<file path="src/rtl/assert_macros.svh">
// Assertion helpers shared by the RTL; they expect clk and arst_n in scope.
`ifndef ASSERT_MACROS_SVH
`define ASSERT_MACROS_SVH

// Consequent must hold in the same cycle as the antecedent.
`define FSNP_ASSERT_SAME(lbl, ante, cons) \
	lbl: assert property (@(posedge clk) disable iff (!arst_n) (ante) |-> (cons)) \
		else $error("same-cycle check failed");

// Consequent must hold in the cycle after the antecedent.
`define FSNP_ASSERT_NEXT(lbl, ante, cons) \
	lbl: assert property (@(posedge clk) disable iff (!arst_n) (ante) |=> (cons)) \
		else $error("next-cycle check failed");

`endif

</file>
<file path="src/rtl/fsnp_pkg.sv">
`timescale 1ns / 1ps
`default_nettype none
package fsnp_pkg;

	// ASCII codes
	localparam logic [7:0] CH_PCT   = 8'h25;
	localparam logic [7:0] CH_MINUS = 8'h2d;
	localparam logic [7:0] CH_ZERO  = 8'h30;
	localparam logic [7:0] CH_C     = 8'h63;
	localparam logic [7:0] CH_D     = 8'h64;
	localparam logic [7:0] CH_P     = 8'h70;
	localparam logic [7:0] CH_S     = 8'h73;
	localparam logic [7:0] CH_U     = 8'h75;
	localparam logic [7:0] CH_X     = 8'h78;

	// output character select
	localparam int SEL_W = 3;
	localparam logic [SEL_W-1:0] SEL_CH    = 3'd0;
	localparam logic [SEL_W-1:0] SEL_ARGB  = 3'd1;
	localparam logic [SEL_W-1:0] SEL_PCT   = 3'd2;
	localparam logic [SEL_W-1:0] SEL_MINUS = 3'd3;
	localparam logic [SEL_W-1:0] SEL_ZERO  = 3'd4;
	localparam logic [SEL_W-1:0] SEL_X     = 3'd5;
	localparam logic [SEL_W-1:0] SEL_DIGIT = 3'd6;

	localparam int CNT_W = 5;

	typedef struct packed {
		logic             capture;
		logic             load_hex;
		logic             load_dec;
		logic             negate;
		logic             conv_step;
		logic             dig_shift;
		logic             emit;
		logic [SEL_W-1:0] sel;
		logic             last;
	} cmd_t;

	typedef struct packed {
		logic out_free;
		logic conv_last;
		logic nib_zero;
		logic cnt_one;
	} sts_t;

	function automatic logic [7:0] hex_char(input logic [3:0] nib);
		return (nib < 4'd10) ? (8'h30 + {4'd0, nib}) : (8'h57 + {4'd0, nib});
	endfunction

endpackage
`default_nettype wire

</file>
<file path="src/rtl/fsnp_dpath.sv">
`timescale 1ns / 1ps
`default_nettype none
module fsnp_dpath (
	input  wire logic            clk,
	input  wire logic            arst_n,
	input  wire logic [7:0]      format_char,
	input  wire logic [63:0]     arg_value,
	input  wire fsnp_pkg::cmd_t  cmd,
	output fsnp_pkg::sts_t       sts,
	output logic                 chr_valid,
	input  wire logic            chr_stall,
	output logic [7:0]           out_char,
	output logic                 last_char
);

	logic [7:0]                 ch_q;
	logic [7:0]                 argb_q;
	logic [63:0]                dig_q;
	logic [39:0]                bcd_q;
	logic [39:0]                bcd_adj;
	logic [39:0]                bcd_next;
	logic [31:0]                mag;
	logic [fsnp_pkg::CNT_W-1:0] cnt_q;
	logic                       out_valid_q;
	logic [7:0]                 out_char_q;
	logic                       out_last_q;
	logic [7:0]                 char_mux;

	// add-3 correction of every BCD digit, then shift in next binary bit
	always_comb begin
		for (int i = 0; i < 10; i++) begin
			bcd_adj[4*i +: 4] = (bcd_q[4*i +: 4] >= 4'd5) ?
				bcd_q[4*i +: 4] + 4'd3 : bcd_q[4*i +: 4];
		end
		bcd_next = {bcd_adj[38:0], dig_q[63]};
	end

	assign mag = cmd.negate ? (32'd0 - arg_value[31:0]) : arg_value[31:0];

	always_ff @(posedge clk) begin
		if (cmd.capture) begin
			ch_q   <= format_char;
			argb_q <= arg_value[7:0];
		end
		if (cmd.load_hex) begin
			dig_q <= arg_value;
		end else if (cmd.load_dec) begin
			dig_q <= {mag, 32'd0};
			bcd_q <= '0;
		end else if (cmd.conv_step) begin
			bcd_q <= bcd_next;
			if (cnt_q == '0) dig_q <= {bcd_next, 24'd0};
			else             dig_q <= {dig_q[62:0], 1'b0};
		end else if (cmd.dig_shift) begin
			dig_q <= {dig_q[59:0], 4'd0};
		end
	end

	always_ff @(posedge clk or negedge arst_n) begin
		if (!arst_n) begin
			cnt_q <= '0;
		end else if (cmd.load_hex) begin
			cnt_q <= fsnp_pkg::CNT_W'(16);
		end else if (cmd.load_dec) begin
			cnt_q <= fsnp_pkg::CNT_W'(31);
		end else if (cmd.conv_step) begin
			cnt_q <= (cnt_q == '0) ? fsnp_pkg::CNT_W'(10) : cnt_q - 1'b1;
		end else if (cmd.dig_shift) begin
			cnt_q <= cnt_q - 1'b1;
		end
	end

	always_comb begin
		unique case (cmd.sel)
			fsnp_pkg::SEL_CH:    char_mux = ch_q;
			fsnp_pkg::SEL_ARGB:  char_mux = argb_q;
			fsnp_pkg::SEL_PCT:   char_mux = fsnp_pkg::CH_PCT;
			fsnp_pkg::SEL_MINUS: char_mux = fsnp_pkg::CH_MINUS;
			fsnp_pkg::SEL_ZERO:  char_mux = fsnp_pkg::CH_ZERO;
			fsnp_pkg::SEL_X:     char_mux = fsnp_pkg::CH_X;
			fsnp_pkg::SEL_DIGIT: char_mux = fsnp_pkg::hex_char(dig_q[63:60]);
			default:             char_mux = ch_q;
		endcase
	end

	// output register
	always_ff @(posedge clk or negedge arst_n) begin
		if (!arst_n) begin
			out_valid_q <= 1'b0;
		end else if (cmd.emit) begin
			out_valid_q <= 1'b1;
		end else if (!chr_stall) begin
			out_valid_q <= 1'b0;
		end
	end

	always_ff @(posedge clk) begin
		if (cmd.emit) begin
			out_char_q <= char_mux;
			out_last_q <= cmd.last;
		end
	end

	assign sts.out_free  = !out_valid_q || !chr_stall;
	assign sts.conv_last = (cnt_q == '0);
	assign sts.nib_zero  = (dig_q[63:60] == 4'd0);
	assign sts.cnt_one   = (cnt_q == fsnp_pkg::CNT_W'(1));

	assign chr_valid = out_valid_q;
	assign out_char  = out_char_q;
	assign last_char = out_last_q;

endmodule
`default_nettype wire

</file>
<file path="src/rtl/fsnp_ctrl.sv">
`timescale 1ns / 1ps
`default_nettype none
module fsnp_ctrl (
	input  wire logic            clk,
	input  wire logic            arst_n,
	input  wire logic            fmt_valid,
	output logic                 fmt_stall,
	input  wire logic [7:0]      format_char,
	input  wire logic            arg_sign,
	input  wire fsnp_pkg::sts_t  sts,
	output fsnp_pkg::cmd_t       cmd
);

	localparam logic [2:0] ST_IDLE = 3'd0;
	localparam logic [2:0] ST_PRE1 = 3'd1;
	localparam logic [2:0] ST_PRE2 = 3'd2;
	localparam logic [2:0] ST_CONV = 3'd3;
	localparam logic [2:0] ST_DIG  = 3'd4;

	logic [2:0]                 state_q, state_d;
	logic                       pending_q;
	logic [fsnp_pkg::SEL_W-1:0] sel1_q, sel2_q;
	logic                       pre2_q, num_q, dec_q, started_q;
	logic                       accept, skip;

	logic                       d_pend, d_pre1, d_pre2, d_num, d_dec, d_neg;
	logic [fsnp_pkg::SEL_W-1:0] d_sel1, d_sel2;

	assign fmt_stall = (state_q != ST_IDLE);
	assign accept    = fmt_valid && !fmt_stall;
	assign skip      = sts.nib_zero && !started_q && !sts.cnt_one;

	// decode of the incoming character
	always_comb begin
		d_pend = 1'b0;
		d_pre1 = 1'b0;
		d_pre2 = 1'b0;
		d_num  = 1'b0;
		d_dec  = 1'b0;
		d_neg  = 1'b0;
		d_sel1 = fsnp_pkg::SEL_CH;
		d_sel2 = fsnp_pkg::SEL_CH;
		if (!pending_q) begin
			if (format_char == fsnp_pkg::CH_PCT) d_pend = 1'b1;
			else                                 d_pre1 = 1'b1;
		end else begin
			unique case (format_char)
				fsnp_pkg::CH_D: begin
					d_num  = 1'b1;
					d_dec  = 1'b1;
					d_neg  = arg_sign;
					d_pre1 = arg_sign;
					d_sel1 = fsnp_pkg::SEL_MINUS;
				end
				fsnp_pkg::CH_U: begin
					d_num = 1'b1;
					d_dec = 1'b1;
				end
				fsnp_pkg::CH_X: begin
					d_num = 1'b1;
				end
				fsnp_pkg::CH_P: begin
					d_num  = 1'b1;
					d_pre1 = 1'b1;
					d_sel1 = fsnp_pkg::SEL_ZERO;
					d_pre2 = 1'b1;
					d_sel2 = fsnp_pkg::SEL_X;
				end
				fsnp_pkg::CH_C: begin
					d_pre1 = 1'b1;
					d_sel1 = fsnp_pkg::SEL_ARGB;
				end
				fsnp_pkg::CH_S: begin
				end
				fsnp_pkg::CH_PCT: begin
					d_pre1 = 1'b1;
					d_sel1 = fsnp_pkg::SEL_PCT;
				end
				default: begin
					d_pre1 = 1'b1;
					d_sel1 = fsnp_pkg::SEL_PCT;
					d_pre2 = 1'b1;
				end
			endcase
		end
	end

	always_comb begin
		cmd         = '0;
		cmd.sel     = fsnp_pkg::SEL_DIGIT;
		cmd.capture = accept;
		cmd.negate  = d_neg;
		state_d     = state_q;
		unique case (state_q)
			ST_IDLE: begin
				if (accept) begin
					cmd.load_hex = d_num && !d_dec;
					cmd.load_dec = d_num && d_dec;
					if (d_pre1)     state_d = ST_PRE1;
					else if (d_num) state_d = d_dec ? ST_CONV : ST_DIG;
				end
			end
			ST_PRE1: begin
				if (sts.out_free) begin
					cmd.emit = 1'b1;
					cmd.sel  = sel1_q;
					cmd.last = !pre2_q && !num_q;
					if (pre2_q)     state_d = ST_PRE2;
					else if (num_q) state_d = dec_q ? ST_CONV : ST_DIG;
					else            state_d = ST_IDLE;
				end
			end
			ST_PRE2: begin
				if (sts.out_free) begin
					cmd.emit = 1'b1;
					cmd.sel  = sel2_q;
					cmd.last = !num_q;
					if (num_q) state_d = dec_q ? ST_CONV : ST_DIG;
					else       state_d = ST_IDLE;
				end
			end
			ST_CONV: begin
				cmd.conv_step = 1'b1;
				if (sts.conv_last) state_d = ST_DIG;
			end
			ST_DIG: begin
				if (skip) begin
					cmd.dig_shift = 1'b1;
				end else if (sts.out_free) begin
					cmd.emit      = 1'b1;
					cmd.last      = sts.cnt_one;
					cmd.dig_shift = 1'b1;
					if (sts.cnt_one) state_d = ST_IDLE;
				end
			end
			default: state_d = ST_IDLE;
		endcase
	end

	always_ff @(posedge clk or negedge arst_n) begin
		if (!arst_n) begin
			state_q   <= ST_IDLE;
			pending_q <= 1'b0;
			sel1_q    <= fsnp_pkg::SEL_CH;
			sel2_q    <= fsnp_pkg::SEL_CH;
			pre2_q    <= 1'b0;
			num_q     <= 1'b0;
			dec_q     <= 1'b0;
			started_q <= 1'b0;
		end else begin
			state_q <= state_d;
			if (accept) begin
				pending_q <= d_pend;
				sel1_q    <= d_sel1;
				sel2_q    <= d_sel2;
				pre2_q    <= d_pre2;
				num_q     <= d_num;
				dec_q     <= d_dec;
				started_q <= 1'b0;
			end else if (cmd.emit && (state_q == ST_DIG)) begin
				started_q <= 1'b1;
			end
		end
	end

endmodule
`default_nettype wire

</file>
<file path="src/rtl/format_string_number_printer_unit.sv">
// A plain character goes through ST_PRE1, a fixed pair through ST_PRE1 and ST_PRE2;
//   %x and %p digits follow at up to one per cycle unless the character channel stalls.
// %d and %u first run the 32-bit magnitude through the shift-and-add-3 BCD converter.
// Leading zeros are skipped. A new request is taken only once the controller is idle.
// Reset (arst_n low, asynchronous): controller idle, no conversion pending, output empty.
`timescale 1ns / 1ps
`default_nettype none
`include "assert_macros.svh"
module format_string_number_printer_unit (
	input  wire logic        clk,
	input  wire logic        arst_n,
	// request channel: one format character and its argument
	input  wire logic        fmt_valid,
	output logic             fmt_stall,
	input  wire logic [7:0]  format_char,
	input  wire logic [63:0] arg_value,
	// character channel
	output logic             chr_valid,
	input  wire logic        chr_stall,
	output logic [7:0]       out_char,
	output logic             last_char
);

	// Controller/datapath split: the controller decodes each request into a
	// sequence of prefix characters and an optional number; the datapath owns
	// the 64-bit digit shifter, the BCD converter and the output register.
	fsnp_pkg::cmd_t cmd;
	fsnp_pkg::sts_t sts;

	fsnp_ctrl u_ctrl (
		.clk         (clk),
		.arst_n      (arst_n),
		.fmt_valid   (fmt_valid),
		.fmt_stall   (fmt_stall),
		.format_char (format_char),
		.arg_sign    (arg_value[31]),
		.sts         (sts),
		.cmd         (cmd)
	);

	// Hex: nibbles leave from the top of the shifter. Decimal: the magnitude is
	// shifted bit by bit into ten BCD digits, which are then parked at the top
	// of the same shifter, so one digit path serves both bases.
	fsnp_dpath u_dpath (
		.clk         (clk),
		.arst_n      (arst_n),
		.format_char (format_char),
		.arg_value   (arg_value),
		.cmd         (cmd),
		.sts         (sts),
		.chr_valid   (chr_valid),
		.chr_stall   (chr_stall),
		.out_char    (out_char),
		.last_char   (last_char)
	);

	// a character is only loaded when the output register can take it
	`FSNP_ASSERT_SAME(a_emit_room, cmd.emit, sts.out_free)
	// no new request is taken while the converter runs
	`FSNP_ASSERT_SAME(a_conv_busy, cmd.conv_step, fmt_stall)
	// the final character of a request returns the controller to idle
	`FSNP_ASSERT_NEXT(a_last_idle, cmd.emit && cmd.last, !fmt_stall)

endmodule
`default_nettype wire

</file>
<file path="config.mk">
export PLATFORM = sky130hd
export DESIGN_NAME = format_string_number_printer_unit
export DESIGN_NICKNAME = d
export VERILOG_FILES = /design/src/rtl/fsnp_pkg.sv /design/src/rtl/fsnp_dpath.sv /design/src/rtl/fsnp_ctrl.sv /design/src/rtl/format_string_number_printer_unit.sv
export VERILOG_INCLUDE_DIRS = /design/src /design/src/rtl
export SDC_FILE = /design/constraint.sdc
export NUM_CORES = 1
export LEC_CHECK = 0
export ABC_CLOCK_PERIOD_IN_PS = 3750
export BUFFER_PORTS_ARGS = -buffer_cell sky130_fd_sc_hd__buf_2
export CAP_MARGIN = 30
export CORE_AREA = 4 4 173 108
export DETAILED_ROUTE_END_ITERATION = 12
export DIE_AREA = 0 0 177 112
export PLACE_DENSITY = 0.76
export SYNTH_ARGS = -nofsm -noshare
export SYNTH_HDL_FRONTEND = slang
export SYNTH_SLANG_ARGS = --single-unit
</file>
<file path="constraint.sdc">
create_clock -name clk -period 3.75 [get_ports clk]
set_input_delay 0.75 -clock clk [delete_from_list [all_inputs] [get_ports clk]]
set_output_delay 0.75 -clock clk [all_outputs]
set_load 0.05 [all_outputs]
</file>
==> impl_metrics.ini <==
[run_status]
status = completed

[clock_network]
cts_hold_buffers = 0
clock-sinks = 147
clkLatencyLatePin_ns = 0.43
ctsRootBufferMaster = clkbuf_16
cts_buffers = 17
postCtsSetupBuffers = 0
cts_buffer_depth = 2
cts_tree = done
postCtsResizedCells = 0
clkTransAtPathRegs_ns = 0.07
cts_htree_levels = 4

[job]
maxCapViolCount = 0

[pwr]
p_switching_w = 0.00169
p_leak_nw = 3.92
sw_frac_of_total_pct = 34.5
powerDensity_mw_per_mm2 = 472
pwr-share-seq_pct = 41.3
ir_worst_vdd_mv = 0.283
clockPowerShare_pct = 34.4
p_int_w = 0.00322
comb_power_share_pct = 24.2

[drt]
ant_nets = 0
drt_iter0_drc = 1110
firstDrtPassIters = 7
vias_per_cell = 6.44
drt_wl_total_mm = 26.6
vias = 8066
wl_per_cell_um = 21.2
drc = 0

[global_route]
gr-usage-all-layers_pct = 26.9
grt_max_degree = 55
antenna_found_initial = 0
grt_pass1_vias = 7387
grt_pass1_wl_mm = 41.6
grt_remaining_overflow = 0

[synthesis]
synth_edf_count = 129
synth_nets = 1034
synth-async-reset-ratio_pct = 12.2
synth.ff_latch_count = 147
yosysSeqAreaShare_pct = 47.5
synthFlopType = edfxtp_1
avgSynthCellArea_sq_um = 9.76
netlist_instances = 932
yosysWarnings = 0
ys_types = 75
synth_area_sq_mm = 0.00910

[setup_path]
worst_setup_path_start_kind = flip-flop
cp_top_family = simple AND/OR/NAND/NOR gates
crit_path_end_kind = flip-flop
cp_cell_sequence = nor3_1 -> nand3_1 -> a21o_1 -> nand3_4 -> buf_12
path_buf_inv = 1
crit_type = reg -> reg
max_stage_delay_ns = 0.53
cp_max_fo = 54
crit_slowest_cell = dfrtp_1
cp.required_ns = 3.85
worstPathArrival_ns = 3.11

[sta]
tightest_slew_ns = 0.950
hold_ws_ns = 0.257
min_period_over_period_pct = 80.4
fin_setup_tns_ns = 0
fin_crit_ns = 3.01
relSlewSlack_pct = 36.0
finalHoldViolations = 0
slew_viol_final = 0
clock.fmax_mhz = 332
setup_viol = 0
rsz0062_at_grt = no
fin_worst_skew_ns = 0.0109

[layout]
n_antenna_cell = 0
layout_common_cells = 129 x edfxtp_1, 90 x nor2_1, 86 x buf_2
final_nets = 1107
post_layout_nonfiller_instances = 1252
area_growth_pct = 14.3
drive_above_1_share_pct = 16.7
final_common_cell = edfxtp_1

[placement]
dpl.cell_count = 1220
gp_congestion = 0.931
portBuffers = 86
hpwl_mm = 19.3

[die]
initial_core_util_pct = 53.5
dieArea_sq_mm = 0.0198
ios = 87
die_w_um = 177
die_y_um = 112
fp.coreArea_sq_mm = 0.0170
rows = 37

[min_path]
hold_class = in -> async
[stage by stage]
step                      setup slack [ns]  util (%)  total power (W)  cell area [sq um]
after detailed placement             0.729      57.8          0.00321               9820
final                                0.736      61.2          0.00491              10400
after global routing                 0.493      61.2          0.00510              10400
after floorplan                      0.328         -          0.00285               9100
after CTS                            0.831      61.2          0.00488              10400
after global placement               0.727      57.7          0.00319               9810
[flip-flops by register name, indices dropped and copies added (netlist names)]
register	count
u_ctrl.pre2_q	1
u_dpath.dig_q	64
u_dpath.cnt_q	5
u_dpath.last_char	1
u_dpath.chr_valid	1
u_ctrl.dec_q	1
u_ctrl.started_q	1
u_ctrl.num_q	1
u_ctrl.pending_q	1
u_dpath.bcd_q	40
u_dpath.out_char	8
u_ctrl.sel2_q	1
u_dpath.argb_q	8
u_ctrl.sel1_q	3
u_dpath.ch_q	8
u_ctrl.state_q	3
[cells by family (layout without fill, tap and decap cells)]
kind of cell | after synthesis | after routing | share of synthesized area, %
AO/OA/AOI/OAI | 298 | 298 | 22.3
flip-flops | 147 | 147 | 47.5
adder cells (fa/ha/maj) | 26 | 26 | 3.58
buffers and inverters | 116 | 202 | 5.16
multiplexers | 10 | 10 | 1.17
AND/OR/NAND/NOR | 292 | 292 | 16.1
XOR/XNOR | 43 | 43 | 4.14
[layout make-up]
cell class                 count  area [sq um]
multi-input combinational    669          4340
inverter                      61           229
tap                          234           293
fill                        1425          6600
timing repair buffer         109           636
clock buffer                  17           425
sequential                   147          4320
clock inverter                15           146
[layer usage]
layer	wire length [um]	up-vias	GRT usage, %
met4	365	0	5.92
met5	0	-	0
met2	11000	580	37.0
li1	-	3659	-
met3	3980	33	8.79
met1	11300	3794	41.3
[power by group through the flow]
stage | sequential [W] | combinational, W | clock [W]
after floorplan | 0.00217 | 0.000678 | 0
after global placement | 0.00205 | 0.00113 | 0
after detailed placement | 0.00206 | 0.00115 | 0
after CTS | 0.00202 | 0.00116 | 0.00169
after global routing | 0.00204 | 0.00128 | 0.00178
final | 0.00203 | 0.00119 | 0.00169
[worst paths after layout]
kind	startpoint	endpoint	slack [ns]	cells after the start
worst max-delay path	u_ctrl.state_q[2]	u_dpath.dig_q[51]	0.74	5
worst min-delay path	arst_n	u_dpath.chr_valid	0.26	1
worst max register to register	u_ctrl.state_q[2]	u_dpath.dig_q[51]	0.74	5
worst min register to register	u_ctrl.sel1_q[2]	u_ctrl.sel1_q[2]	0.48	1
max in group asynchronous	arst_n	u_ctrl.dec_q	3.17	1
min in group clk	u_ctrl.sel1_q[2]	u_ctrl.sel1_q[2]	0.48	1
[cells in the mapped netlist, drive strengths merged, types with 4 or more instances]
cell,instances,area (sq um)
o31ai,6,45.0
o2bb2ai,4,35.0
nor3,17,85.1
clkbuf,39,146
a22oi,7,52.6
nor2b,6,37.5
nand3,16,80.1
o211ai,16,120
o22ai,4,25.0
mux2i,5,50.1
xor2,9,78.8
a31o,4,35.0
a21o,7,52.6
xnor2,34,298
nand4,4,31.3
mux2,5,56.3
or2,4,27.5
and2,10,62.6
nand2,77,289
a221o,10,100
nor4,6,37.5
a222oi,22,220
a311oi,6,52.6
inv,61,229
nor3b,23,178
dfrtp,18,450
o21ai,56,280
a211oi,25,188
buf,16,93.8
a31oi,13,81.3
nor2,94,353
edfxtp,129,3870
ha,26,325
a21oi,86,434
nor4b,4,50.1
nand2b,13,81.3
Note: power is estimated with default switching activity, not from simulation.
